$ cat config.mk
export PLATFORM = sky130hd
export DESIGN_NAME = hue_step_palette_hsv_to_rgb
export DESIGN_NICKNAME = d
export VERILOG_FILES = /design/src/sv/hspal_pkg.sv /design/src/sv/hspal_ctrl.sv /design/src/sv/hspal_dp.sv /design/src/sv/hue_step_palette_hsv_to_rgb.sv
export VERILOG_INCLUDE_DIRS = /design/src /design/src/sv
export SDC_FILE = /design/constraint.sdc
export NUM_CORES = 1
export LEC_CHECK = 0
export ABC_AREA = 1
export BUFFER_PORTS_ARGS = -buffer_cell sky130_fd_sc_hd__buf_2
export CORE_MARGIN = 2
export CORE_UTILIZATION = 53
export CTS_CLUSTER_SIZE = 40
export DETAILED_ROUTE_END_ITERATION = 10
export GPL_TIMING_DRIVEN = 0
export HOLD_SLACK_MARGIN = 0.15
export PLACE_DENSITY = 0.69
export SLEW_MARGIN = 5
export SYNTH_ARGS = -nofsm -noshare
export SYNTH_HDL_FRONTEND = slang
export SYNTH_SLANG_ARGS = --single-unit
export TNS_END_PERCENT = 10
$ cat constraint.sdc
create_clock -name i_clk -period 11.8 [get_ports i_clk]
set_clock_uncertainty 0.2 [all_clocks]
set_input_delay 0 -clock i_clk [delete_from_list [all_inputs] [get_ports i_clk]]
set_output_delay 0 -clock i_clk [all_outputs]
set_load 0.01 [all_outputs]
$ cat src/sv/hue_step_palette_hsv_to_rgb_defines.svh
// ----------------------------------------------------------------------------
// Hue-step palette assertion macros
// Concurrent check helpers; empty when SYNTHESIS is defined.
// ----------------------------------------------------------------------------
`ifndef HUE_STEP_PALETTE_HSV_TO_RGB_DEFINES_SVH
`define HUE_STEP_PALETTE_HSV_TO_RGB_DEFINES_SVH

`ifndef SYNTHESIS
`define HSP_ASSERT_IMP(lbl, clk, rstn, ante, cons) \
    lbl: assert property (@(posedge clk) disable iff (!(rstn)) (ante) |-> (cons)) \
        else $error("hue step palette check failed");
`define HSP_ASSERT_NXT(lbl, clk, rstn, ante, cons) \
    lbl: assert property (@(posedge clk) disable iff (!(rstn)) (ante) |=> (cons)) \
        else $error("hue step palette check failed");
`else
`define HSP_ASSERT_IMP(lbl, clk, rstn, ante, cons)
`define HSP_ASSERT_NXT(lbl, clk, rstn, ante, cons)
`endif

`endif

$ cat src/sv/hspal_pkg.sv
// ----------------------------------------------------------------------------
// hspal_pkg
// Widths, constants and controller/datapath interface types.
// ----------------------------------------------------------------------------
package hspal_pkg;

    localparam int KNOB_W   = 7;
    localparam int COUNT_W  = 10;
    localparam int IDX_W    = 17;
    localparam int SUM_W    = 24;
    localparam int FRAC_W   = 12;
    localparam int Q_W      = 15;
    localparam int CH_W     = 8;
    localparam int STEP_W   = 4;
    localparam int IN_W     = 4 * KNOB_W;
    localparam int TDATA_IN_W  = 32;
    localparam int TDATA_OUT_W = 4 * CH_W;

    localparam logic [STEP_W-1:0] D1_LAST = 4'd6;
    localparam logic [STEP_W-1:0] D2_LAST = 4'd14;

    localparam logic [KNOB_W-1:0] KNOB_MAX = 7'd127;
    localparam logic [14:0]       DIV_K    = 15'd127;
    localparam logic [14:0]       RECIP    = 15'd16513;
    localparam logic [FRAC_W:0]   RAMP_ONE = 13'd4096;
    localparam logic [19:0]       NUM_ONE  = 20'd520192;
    localparam logic [CH_W-1:0]   CH_FULL  = 8'hFF;

    localparam logic [2:0] SEC_RED_GREEN  = 3'd0;
    localparam logic [2:0] SEC_GREEN_RED  = 3'd1;
    localparam logic [2:0] SEC_GREEN_BLUE = 3'd2;
    localparam logic [2:0] SEC_BLUE_GREEN = 3'd3;
    localparam logic [2:0] SEC_BLUE_RED   = 3'd4;

    typedef struct packed {
        logic capture;
        logic mul;
        logic d1_load;
        logic d2_load;
        logic div_step;
        logic mix1;
        logic mix2;
        logic mix3;
        logic out_load;
    } t_cmd;

    typedef struct packed {
        logic div_last;
    } t_sts;

endpackage

$ cat src/sv/hspal_ctrl.sv
// ----------------------------------------------------------------------------
// hspal_ctrl
// Request sequencer: accept, multiply, divide, mix, hand off to the output register.
// ----------------------------------------------------------------------------
module hspal_ctrl (
    input  logic             i_clk,
    input  logic             i_rst_n,
    input  logic             i_in_valid,
    output logic             o_in_ready,
    output logic             o_out_valid,
    input  logic             i_out_ready,
    input  hspal_pkg::t_sts  i_sts,
    output hspal_pkg::t_cmd  o_cmd
);
    import hspal_pkg::*;

    typedef enum logic [3:0] {
        S_IDLE,
        S_MUL,
        S_D1LD,
        S_D1,
        S_D2LD,
        S_D2,
        S_MX1,
        S_MX2,
        S_MX3,
        S_MX4
    } t_state;

    t_state r_state;
    logic   r_in_ready;
    logic   r_out_valid;
    logic   w_accept;
    logic   w_out_free;

    assign w_accept    = i_in_valid & r_in_ready;
    assign w_out_free  = ~r_out_valid | i_out_ready;
    assign o_in_ready  = r_in_ready;
    assign o_out_valid = r_out_valid;

    always_comb begin
        o_cmd          = '0;
        o_cmd.capture  = w_accept;
        case (r_state)
            S_MUL:   o_cmd.mul      = 1'b1;
            S_D1LD:  o_cmd.d1_load  = 1'b1;
            S_D1:    o_cmd.div_step = 1'b1;
            S_D2LD:  o_cmd.d2_load  = 1'b1;
            S_D2:    o_cmd.div_step = 1'b1;
            S_MX1:   o_cmd.mix1     = 1'b1;
            S_MX2:   o_cmd.mix2     = 1'b1;
            S_MX3:   o_cmd.mix3     = 1'b1;
            S_MX4:   o_cmd.out_load = w_out_free;
            default: o_cmd.capture  = w_accept;
        endcase
    end

    always_ff @(posedge i_clk) begin
        if (!i_rst_n) begin
            r_state     <= S_IDLE;
            r_in_ready  <= 1'b1;
            r_out_valid <= 1'b0;
        end else begin
            if (r_out_valid && i_out_ready) begin
                r_out_valid <= 1'b0;
            end
            case (r_state)
                S_IDLE: begin
                    if (w_accept) begin
                        r_state    <= S_MUL;
                        r_in_ready <= 1'b0;
                    end
                end
                S_MUL:  r_state <= S_D1LD;
                S_D1LD: r_state <= S_D1;
                S_D1: begin
                    if (i_sts.div_last) begin
                        r_state <= S_D2LD;
                    end
                end
                S_D2LD: r_state <= S_D2;
                S_D2: begin
                    if (i_sts.div_last) begin
                        r_state <= S_MX1;
                    end
                end
                S_MX1:  r_state <= S_MX2;
                S_MX2:  r_state <= S_MX3;
                S_MX3:  r_state <= S_MX4;
                S_MX4: begin
                    if (w_out_free) begin
                        r_state     <= S_IDLE;
                        r_in_ready  <= 1'b1;
                        r_out_valid <= 1'b1;
                    end
                end
                default: begin
                    r_state    <= S_IDLE;
                    r_in_ready <= 1'b1;
                end
            endcase
        end
    end

endmodule

$ cat src/sv/hspal_dp.sv
// ----------------------------------------------------------------------------
// hspal_dp
// Datapath: angle products, shared restoring divider, channel mixing.
// ----------------------------------------------------------------------------
module hspal_dp #(
    parameter int MAX_COUNT = 1023
) (
    input  logic                                 i_clk,
    input  logic                                 i_rst_n,
    input  hspal_pkg::t_cmd                      i_cmd,
    output hspal_pkg::t_sts                      o_sts,
    input  logic [hspal_pkg::IN_W-1:0]           i_in_data,
    input  logic                                 i_cfg_write,
    input  logic [hspal_pkg::COUNT_W-1:0]        i_cfg_data,
    output logic [hspal_pkg::TDATA_OUT_W-1:0]    o_out_data
);
    import hspal_pkg::*;

    logic [COUNT_W-1:0]     r_count;
    logic [IDX_W-1:0]       r_idx;
    logic [KNOB_W-1:0]      r_hue, r_win, r_sat, r_int;
    logic [SUM_W-1:0]       r_sum;
    logic [IDX_W-1:0]       r_rem;
    logic [IDX_W-1:0]       r_div;
    logic [Q_W-1:0]         r_bits;
    logic [Q_W-1:0]         r_q;
    logic [STEP_W-1:0]      r_cnt;
    logic [19:0]            r_sr;
    logic [14:0]            r_vx, r_vz, r_va;
    logic [CH_W-1:0]        r_ex, r_ez, r_ea;
    logic [TDATA_OUT_W-1:0] r_out;

    logic [COUNT_W-1:0]     w_cfg_count;
    logic [IDX_W-1:0]       w_m;
    logic [IDX_W-1:0]       w_idx_inc;
    logic [16:0]            w_prod_hue;
    logic [SUM_W-1:0]       w_prod_idx;
    logic [IDX_W-1:0]       w_a;
    logic [19:0]            w_t;
    logic [IDX_W:0]         w_rr;
    logic                   w_ge;
    logic [FRAC_W:0]        w_ramp;
    logic [19:0]            w_sat_ramp;
    logic [19:0]            w_num;
    logic [27:0]            w_num255;
    logic [KNOB_W-1:0]      w_nsat;
    logic [14:0]            w_vz, w_va;
    logic [29:0]            w_px, w_pz, w_pa;
    logic [CH_W-1:0]        w_x, w_z, w_al;
    logic [CH_W-1:0]        w_red, w_green, w_blue;

    function automatic logic [CH_W-1:0] fix127(input logic [14:0] v, input logic [CH_W-1:0] e);
        logic [14:0] m;
        logic [14:0] r;
        logic [CH_W:0] e1;
        m  = {e, 7'b0} - {7'b0, e};
        r  = v - m;
        e1 = {1'b0, e} + 9'd1;
        fix127 = (r >= DIV_K) ? e1[CH_W-1:0] : e;
    endfunction

    always_comb begin
        w_cfg_count = i_cfg_data;
        if (i_cfg_data == '0) begin
            w_cfg_count = COUNT_W'(1);
        end
        if (32'(i_cfg_data) > 32'(MAX_COUNT)) begin
            w_cfg_count = COUNT_W'(MAX_COUNT);
        end
    end

    assign w_m        = {r_count, 7'b0};
    assign w_idx_inc  = r_idx + IDX_W'(1);
    assign w_prod_hue = r_hue * r_count;
    assign w_prod_idx = r_idx * r_win;

    assign w_a = {r_rem[COUNT_W-1:0], r_sum[6:0]};
    assign w_t = {1'b0, w_a, 2'b0} + {2'b0, w_a, 1'b0};

    assign w_rr = {r_rem, r_bits[Q_W-1]};
    assign w_ge = w_rr >= {1'b0, r_div};

    assign w_ramp     = r_q[FRAC_W] ? (RAMP_ONE - {1'b0, r_q[FRAC_W-1:0]})
                                    : {1'b0, r_q[FRAC_W-1:0]};
    assign w_sat_ramp = r_sat * w_ramp;

    assign w_num    = NUM_ONE - {1'b0, r_sat, 12'b0} + r_sr;
    assign w_num255 = {w_num, 8'b0} - {8'b0, w_num};
    assign w_nsat   = KNOB_MAX - r_sat;
    assign w_vz     = {w_nsat, 8'b0} - {8'b0, w_nsat};
    assign w_va     = {r_int, 8'b0} - {8'b0, r_int};

    assign w_px = r_vx * RECIP;
    assign w_pz = r_vz * RECIP;
    assign w_pa = r_va * RECIP;

    assign w_x  = fix127(r_vx, r_ex);
    assign w_z  = fix127(r_vz, r_ez);
    assign w_al = fix127(r_va, r_ea);

    always_comb begin
        case (r_q[Q_W-1:FRAC_W])
            SEC_RED_GREEN: begin
                w_red = CH_FULL; w_green = w_x;     w_blue = w_z;
            end
            SEC_GREEN_RED: begin
                w_red = w_x;     w_green = CH_FULL; w_blue = w_z;
            end
            SEC_GREEN_BLUE: begin
                w_red = w_z;     w_green = CH_FULL; w_blue = w_x;
            end
            SEC_BLUE_GREEN: begin
                w_red = w_z;     w_green = w_x;     w_blue = CH_FULL;
            end
            SEC_BLUE_RED: begin
                w_red = w_x;     w_green = w_z;     w_blue = CH_FULL;
            end
            default: begin
                w_red = CH_FULL; w_green = w_z;     w_blue = w_x;
            end
        endcase
    end

    always_ff @(posedge i_clk) begin
        if (!i_rst_n) begin
            r_count <= COUNT_W'(1);
            r_idx   <= '0;
        end else if (i_cfg_write) begin
            r_count <= w_cfg_count;
            r_idx   <= '0;
        end else if (i_cmd.mul) begin
            r_idx <= (w_idx_inc == w_m) ? '0 : w_idx_inc;
        end
    end

    always_ff @(posedge i_clk) begin
        if (i_cmd.capture) begin
            r_hue <= i_in_data[KNOB_W-1:0];
            r_win <= i_in_data[2*KNOB_W-1:KNOB_W];
            r_sat <= i_in_data[3*KNOB_W-1:2*KNOB_W];
            r_int <= i_in_data[4*KNOB_W-1:3*KNOB_W];
        end
        if (i_cmd.mul) begin
            r_sum <= {7'b0, w_prod_hue} + w_prod_idx;
        end
        if (i_cmd.d1_load) begin
            r_rem  <= {7'b0, r_sum[SUM_W-1:14]};
            r_div  <= {7'b0, r_count};
            r_bits <= {r_sum[13:7], 8'b0};
            r_cnt  <= D1_LAST;
        end else if (i_cmd.d2_load) begin
            r_rem  <= w_t[19:3];
            r_div  <= w_m;
            r_bits <= {w_t[2:0], 12'b0};
            r_cnt  <= D2_LAST;
        end else if (i_cmd.div_step) begin
            r_rem  <= w_ge ? IDX_W'(w_rr - {1'b0, r_div}) : w_rr[IDX_W-1:0];
            r_bits <= {r_bits[Q_W-2:0], 1'b0};
            r_q    <= {r_q[Q_W-2:0], w_ge};
            r_cnt  <= r_cnt - STEP_W'(1);
        end
        if (i_cmd.mix1) begin
            r_sr <= w_sat_ramp;
        end
        if (i_cmd.mix2) begin
            r_vx <= w_num255[26:12];
            r_vz <= w_vz;
            r_va <= w_va;
        end
        if (i_cmd.mix3) begin
            r_ex <= w_px[28:21];
            r_ez <= w_pz[28:21];
            r_ea <= w_pa[28:21];
        end
        if (i_cmd.out_load) begin
            r_out <= {w_al, w_blue, w_green, w_red};
        end
    end

    assign o_sts.div_last = (r_cnt == '0);
    assign o_out_data     = r_out;

endmodule

$ cat src/sv/hue_step_palette_hsv_to_rgb.sv
// ----------------------------------------------------------------------------
// hue_step_palette_hsv_to_rgb
// Hue-step palette generator: HSV to RGBA with value fixed at one.
// ----------------------------------------------------------------------------
//  channel   direction  handshake                    payload
//  s_axis    in         s_axis_tvalid/s_axis_tready  hue, window, saturation, intensity
//  m_axis    out        m_axis_tvalid/m_axis_tready  red, green, blue, alpha
//  cfg       in         i_cfg_valid/o_cfg_ready      color count
//
//  One request in flight at a time: an idle state to accept, a product step, remainder
//  modulo the count, quotient over the palette period, then the mixing steps; the shared
//  restoring divider computes both the remainder and the quotient.
//  i_rst_n (synchronous, low): count 1, index 0; no clearing pass.
//  A result holds in the output register while the next request is taken;
//  that request then holds in its last mixing step until the register frees.
// ----------------------------------------------------------------------------
`include "hue_step_palette_hsv_to_rgb_defines.svh"

module hue_step_palette_hsv_to_rgb #(
    parameter int MAX_COUNT = 1023
) (
    input  logic                                 i_clk,
    input  logic                                 i_rst_n,
    input  logic                                 s_axis_tvalid,
    output logic                                 s_axis_tready,
    // hue_knob[6:0], window_knob[13:7], saturation_knob[20:14],
    // intensity_knob[27:21], zero[31:28]
    input  logic [hspal_pkg::TDATA_IN_W-1:0]     s_axis_tdata,
    output logic                                 m_axis_tvalid,
    input  logic                                 m_axis_tready,
    // red[7:0], green[15:8], blue[23:16], alpha_out[31:24]
    output logic [hspal_pkg::TDATA_OUT_W-1:0]    m_axis_tdata,
    input  logic                                 i_cfg_valid,
    output logic                                 o_cfg_ready,
    input  logic [hspal_pkg::COUNT_W-1:0]        i_cfg_data
);
    import hspal_pkg::*;

    t_cmd w_cmd;
    t_sts w_sts;
    logic w_cfg_write;

    assign o_cfg_ready = 1'b1;
    assign w_cfg_write = i_cfg_valid & o_cfg_ready;

    hspal_ctrl u_ctrl (
        .i_clk       (i_clk),
        .i_rst_n     (i_rst_n),
        .i_in_valid  (s_axis_tvalid),
        .o_in_ready  (s_axis_tready),
        .o_out_valid (m_axis_tvalid),
        .i_out_ready (m_axis_tready),
        .i_sts       (w_sts),
        .o_cmd       (w_cmd)
    );

    hspal_dp #(
        .MAX_COUNT (MAX_COUNT)
    ) u_dp (
        .i_clk       (i_clk),
        .i_rst_n     (i_rst_n),
        .i_cmd       (w_cmd),
        .o_sts       (w_sts),
        .i_in_data   (s_axis_tdata[IN_W-1:0]),
        .i_cfg_write (w_cfg_write),
        .i_cfg_data  (i_cfg_data),
        .o_out_data  (m_axis_tdata)
    );

    `HSP_ASSERT_NXT(a_one_in_flight, i_clk, i_rst_n, s_axis_tvalid && s_axis_tready, !s_axis_tready)
    `HSP_ASSERT_IMP(a_load_when_free, i_clk, i_rst_n, w_cmd.out_load, !m_axis_tvalid || m_axis_tready)
    `HSP_ASSERT_NXT(a_load_shows, i_clk, i_rst_n, w_cmd.out_load, m_axis_tvalid && s_axis_tready)
    `HSP_ASSERT_IMP(a_step_busy, i_clk, i_rst_n, w_cmd.div_step, !s_axis_tready)

endmodule
=== Yosys cells after proc, flatten, opt, wreduce, memory -nomap -nowiden ===
Cells that the tools add are included.

* Bits of input ports: 47
* Word-level logic and storage cells: 142
* Register bits after elaboration: 266
* Output and inout port bits: 35

* Reduce and logical (&&, ||, !) cells: 21
* Bitwise logic cells: 7
* $lt $le $gt $ge: 4
* Add/sub/neg operators: 21
* Equal/unequal tests: 18
* Multiply operators: 6
* Muxes and demuxes: 39

{| class="wikitable"
|+ Operators with widths
! kind !! number
|-
| multiplier 15 x 15 -> 29 bit, second input constant || 3
|-
| two-way mux 17 bit || 4
|-
| case mux 8 bit (2 select lines) || 3
|-
| greater-or-equal comparator 15 x 7 -> 1 bit, second input constant || 3
|-
| two-way mux 15 bit || 3
|-
| subtractor 15 bit || 3
|-
| subtractor 15 x 8 -> 15 bit || 3
|-
| two-way mux 10 bit || 4
|-
| case mux 4 bit (10 select lines) || 1
|-
| subtractor 15 x 7 -> 15 bit || 2
|-
| subtractor 27 x 20 -> 27 bit || 1
|-
| adder 17 x 24 -> 24 bit || 1
|-
| adder 8 x 1 -> 8 bit, second input constant || 3
|-
| multiplier 17 x 7 -> 24 bit || 1
|-
| two-way mux 4 bit || 6
|-
| two-way mux 8 bit || 3
|-
| adder 19 x 18 -> 20 bit || 1
|-
| adder 20 bit || 1
|-
| multiplier 7 x 13 -> 20 bit || 1
|-
| subtractor 19 x 19 -> 20 bit, first input constant || 1
|-
| greater-or-equal comparator 18 x 17 -> 1 bit || 1
|-
| OR reduction 2 bit || 9
|-
| adder 17 x 1 -> 17 bit, second input constant || 1
|-
| == test 17 bit || 1
|-
| 28 further kinds || 56
|}

=== Depth between registers and ports, before layout ===
* Depth in word-level cells: 6
* Gate-level depth with buffers: 32
* Mapped depth without buffers: 31

=== Modules after synthesis ===
From an unflattened synthesis, not the netlist that was laid out.

* Cell total of the unflattened synthesis: 4057
* Area, all modules: 31457.7 sq um

{| class="wikitable"
|+ By module, submodules not included
! module !! sequential area each (sq um) !! times used !! cells each !! area each (sq um)
|-
| hspal_dp || 7357.1 || 1 || 3984 || 31021.0
|-
| hspal_ctrl || 120.1 || 1 || 71 || 425.4
|-
| hue_step_palette_hsv_to_rgb || 0.0 || 1 || 2 || 11.3
|}

=== Least setup slack after synthesis ===
No wires, ideal clock.

* Path type: register to register
* From: register u_dp.r_win[6]
* To: register u_dp.r_sum[17], data pin
* Clock period less this slack: 6008 ps
* Stages on the path, launching flop included: 23
* Setup time: 259 ps
* Arrival time: 5549 ps
* Path slack: 5792 ps
* Data required time: 11341 ps
* Path buffers: 2
* Cell sequence: edfxtp_1 clkbuf_1 clkbuf_1 nand2_1 fa_1 fa_1 inv_1 fa_1 fa_1 fa_1 inv_1 fa_1 inv_1 ha_1 a21oi_1 o21ai_0 nand2_1 nand3_1 a31oi_1 o21ai_0 nand2_1 nand2_1 xor2_1

* Word-level cells in the longest chain between the ends: 2

{| class="wikitable"
|+ Ends and longest elaborated chain
! what !! RTL line !! text
|-
| from (decl) || hspal_dp.sv:21 || <nowiki>logic [KNOB_W-1:0] r_hue, r_win, r_sat, r_int;</nowiki>
|-
| from (signal assigned) || hspal_dp.sv:139 || <nowiki>r_win <= i_in_data[2*KNOB_W-1:KNOB_W];</nowiki>
|-
| multiplier 17 x 7 -> 24 bit || hspal_dp.sv:75 || <nowiki>assign w_prod_idx = r_idx * r_win;</nowiki>
|-
| adder 17 x 24 -> 24 bit || hspal_dp.sv:144 || <nowiki>r_sum <= {7'b0, w_prod_hue} + w_prod_idx;</nowiki>
|-
| to (signal assigned) || hspal_dp.sv:144 ||
|-
| to (decl) || hspal_dp.sv:22 || <nowiki>logic [SUM_W-1:0] r_sum;</nowiki>
|}

Every way passes these cells.
A chain may end at the register's enable or synchronous reset.

=== Worst setup path in the final report ===
* From: register u_dp.r_win[2]
* To: register u_dp.r_sum[17], data pin

The elaborated chain is that of the path after synthesis.

==> results.sh <==
export IMPL_startpoint_type="flop"
export IMPL_grt_overflow=0
export IMPL_antenna_found_initial=0
export IMPL_coreArea_um2=57700
export IMPL_fin_nets=4838
export IMPL_setup_ws_ps=4860
export IMPL_synth_area_um2=30900
export IMPL_status="finished clean"
export IMPL_ctsResizeCount=0
export IMPL_placed_cells=4782
export IMPL_final_util_pct=59.9
export IMPL_setup_viol=0
export IMPL_yosysWarningCount=0
export IMPL_ff_latch_area_um2=7480
export IMPL_path_max_fanout=10
export IMPL_critical_path_max_stage_delay_ps=580
export IMPL_cts_clk_slew_worst_paths_ps=60
export IMPL_p_leak_nw=17.9
export IMPL_port_buffers=76
export IMPL_hpwl_um=61200
export IMPL_synth_edf_count=215
export IMPL_syn_to_final_growth_pct=11.7
export IMPL_dieWidth_um=246
export IMPL_cts_tree="yes"
export IMPL_via_per_inst=5.32
export IMPL_grt_max_degree=32
export IMPL_avgSynthCellArea_um2=7.86
export IMPL_period_needed_ps=6940
export IMPL_post_cts_setup_buffer_count=0
export IMPL_cp_required_ps=11900
export IMPL_min_period_over_period_pct=58.8
export IMPL_die_h_um=246
export IMPL_cts_hold_buffers_added=100
export IMPL_async_flop_share_pct=0
export IMPL_tightest_slew_ps=985
export IMPL_irDropWorstVdd_mv=0.242
export IMPL_preCtsSetupSlack_ps=4910
export IMPL_hold_path_class="reg2reg"
export IMPL_cap_violations=0
export IMPL_avgRoutedWirePerCell_um=15.7
export IMPL_fillCellCount=5222
export IMPL_cts_sinks=266
export IMPL_max_slew_margin_rel_pct=33.7
export IMPL_grtUsageTotal_pct=26.4
export IMPL_remaining_drc_errors=0
export IMPL_power_density_nw_per_um2=203
export IMPL_whs_ps=264
export IMPL_gp_congestion=0.924
export IMPL_finalHoldViolCount=0
export IMPL_placed_area_um2=32400
export IMPL_stdcell_area_um2=34600
export IMPL_drt_pre_antenna_iters=6
export IMPL_finalWirelength_um=77600
export IMPL_grt_pass1_vias=26000
export IMPL_mostFrequentLayoutCells="861 x nand2_1, 735 x inv_1, 428 x ha_1"
export IMPL_drv_slew=0
export IMPL_cp_end_kind="flop"
export IMPL_synthFlopType="edfxtp_1"
export IMPL_rsz0062_at_grt="no"
export IMPL_crit_chain="clkbuf_1 -> clkbuf_1 -> nand2_1 -> fa_1 -> inv_1 -> fa_1 -> fa_1 -> fa_1 -> fa_1 -> inv_1 -> fa_1 -> inv_1 -> ha_1 -> nand2_1 -> o21ai_0 -> nand2_1 -> nand3_1 -> a31oi_1 -> o21ai_0 -> nand2_1 -> nand2_1 -> xor2_1"
export IMPL_setup_tns_final_ps=0
export IMPL_final_common_cell="nand2_1"
export IMPL_crit_arrival_ps=7030
export IMPL_final_antenna_net_count=0
export IMPL_numCtsBuffers=35
export IMPL_crit_path_frequent_cell="fa_1"
export IMPL_p_total_mw=7.02
export IMPL_drt_iter0_drc=1672
export IMPL_ys_types=60
export IMPL_drive_gt1_share_pct=5.48
export IMPL_insertion_delay_ps=560
export IMPL_clockRootBuffer="clkbuf_16"
export IMPL_ys_ff_latch=266
export IMPL_h_tree_depth=2
export IMPL_vias=26300
export IMPL_syn_inst=3934
export IMPL_syn_num_nets=4618
export IMPL_dieArea_um2=60300
export IMPL_rows=88
export IMPL_cp_slowest_cell="clkbuf_1"
export IMPL_io_pins=82
export IMPL_fmax_ghz=0.144
export IMPL_start_util_pct=53.6
export IMPL_grt_pass1_wl_um=129000
export IMPL_cts_max_path_buffers=3
export IMPL_fin_cells=4946
export IMPL_multi_input_area_um2=20200
export IMPL_path_class="reg2reg"
export IMPL_ys_seq_area_share_pct=24.2
==> logic make-up (layout without fill, tap and decap cells) <==
kind of cell | Yosys count | after routing | synth area share, %
xor+xnor | 158 | 158 | 4.57
simple gates | 1618 | 1618 | 22.2
fa+ha+maj | 637 | 637 | 30.8
compound gates | 431 | 431 | 7.77
flops | 266 | 266 | 24.2
other cells | 1 | 2 | 0.0121
buf+inv | 823 | 1069 | 10.5
==> per-layer routing <==
layer | global-route usage [%] | part of all wire [%]
met1 | 34.8 | 45
met2 | 45.5 | 47
met3 | 2.82 | 4.9
met4 | 8.13 | 3.0
met5 | 0 | 0
==> state kept, by name (all words and copies together) (netlist names), 8 cells and up <==
name             flops
u_dp.r_count        10
u_dp.r_vz           15
u_dp.r_va           15
u_dp.r_ez            8
u_dp.r_vx           15
u_dp.r_ea            8
u_dp.r_ex            8
u_dp.r_rem          17
u_dp.r_idx          17
u_dp.r_sum          24
u_dp.r_q            15
u_dp.r_div          17
u_dp.o_out_data     32
u_dp.r_sr           20
==> worst max-delay path: cells and delay by family, from the launching register on <==
| family | cells | cell delay, ps |
|---|---|---|
| AOI/OAI and AO/OA | 3 | 740 |
| xor gates and xnor gates | 1 | 60 |
| adders and majority gates | 7 | 3510 |
| buffers and inverters | 5 | 1230 |
| DFF | 1 | 310 |
| and+or+nand+nor | 6 | 620 |
==> power breakdown <==
part | total, mW | leakage [nW] | switching (mW) | internal [mW]
logic | 4.42 | 15.0 | 2.82 | 1.59
clock network | 1.09 | 0.565 | 0.441 | 0.646
registers | 1.52 | 2.40 | 0.125 | 1.39
total | 7.02 | 17.9 | 3.39 | 3.63
==> cell usage after synthesis (24+ instances only) <==
cell type    n  area, um^2
nand3_1    244        1220
a21oi_1    202        1010
nor3_1      34         170
nand2_1    861        3230
o21ai_0    131         656
nand4_1     48         300
inv_1      736        2760
nand3b_1    24         180
nor2_1     341        1280
ha_1       428        5360
fa_1       209        4180
clkbuf_1    54         203
xor2_1     115        1010
xnor2_1     40         350
dfxtp_1     51        1020
edfxtp_1   215        6460
==> cell type report <==
type | instances | area share, %
antenna | 1 | 0.00724
buffer | 82 | 1.32
clock buffer | 42 | 2.76
clock inverter | 21 | 0.583
inverter | 741 | 8.05
multi-input combinational | 2845 | 58.6
sequential | 266 | 21.6
tap | 765 | 2.77
timing repair buffer | 183 | 4.29
==> final timing paths <==
check,from,to,slack (ps),cells past startpoint
setup / recovery,u_dp.r_win[2]$_DFFE_PP_,u_dp.r_sum[17]$_DFFE_PP_,4860,22
setup reg to reg,u_dp.r_win[2]$_DFFE_PP_,u_dp.r_sum[17]$_DFFE_PP_,4860,22
hold reg to reg,u_dp.r_q[10]$_DFFE_PP_,u_dp.r_q[11]$_DFFE_PP_,260,0
hold / removal,u_dp.r_q[10]$_DFFE_PP_,u_dp.r_q[11]$_DFFE_PP_,260,0
Power figures use the tool's default switching activity.
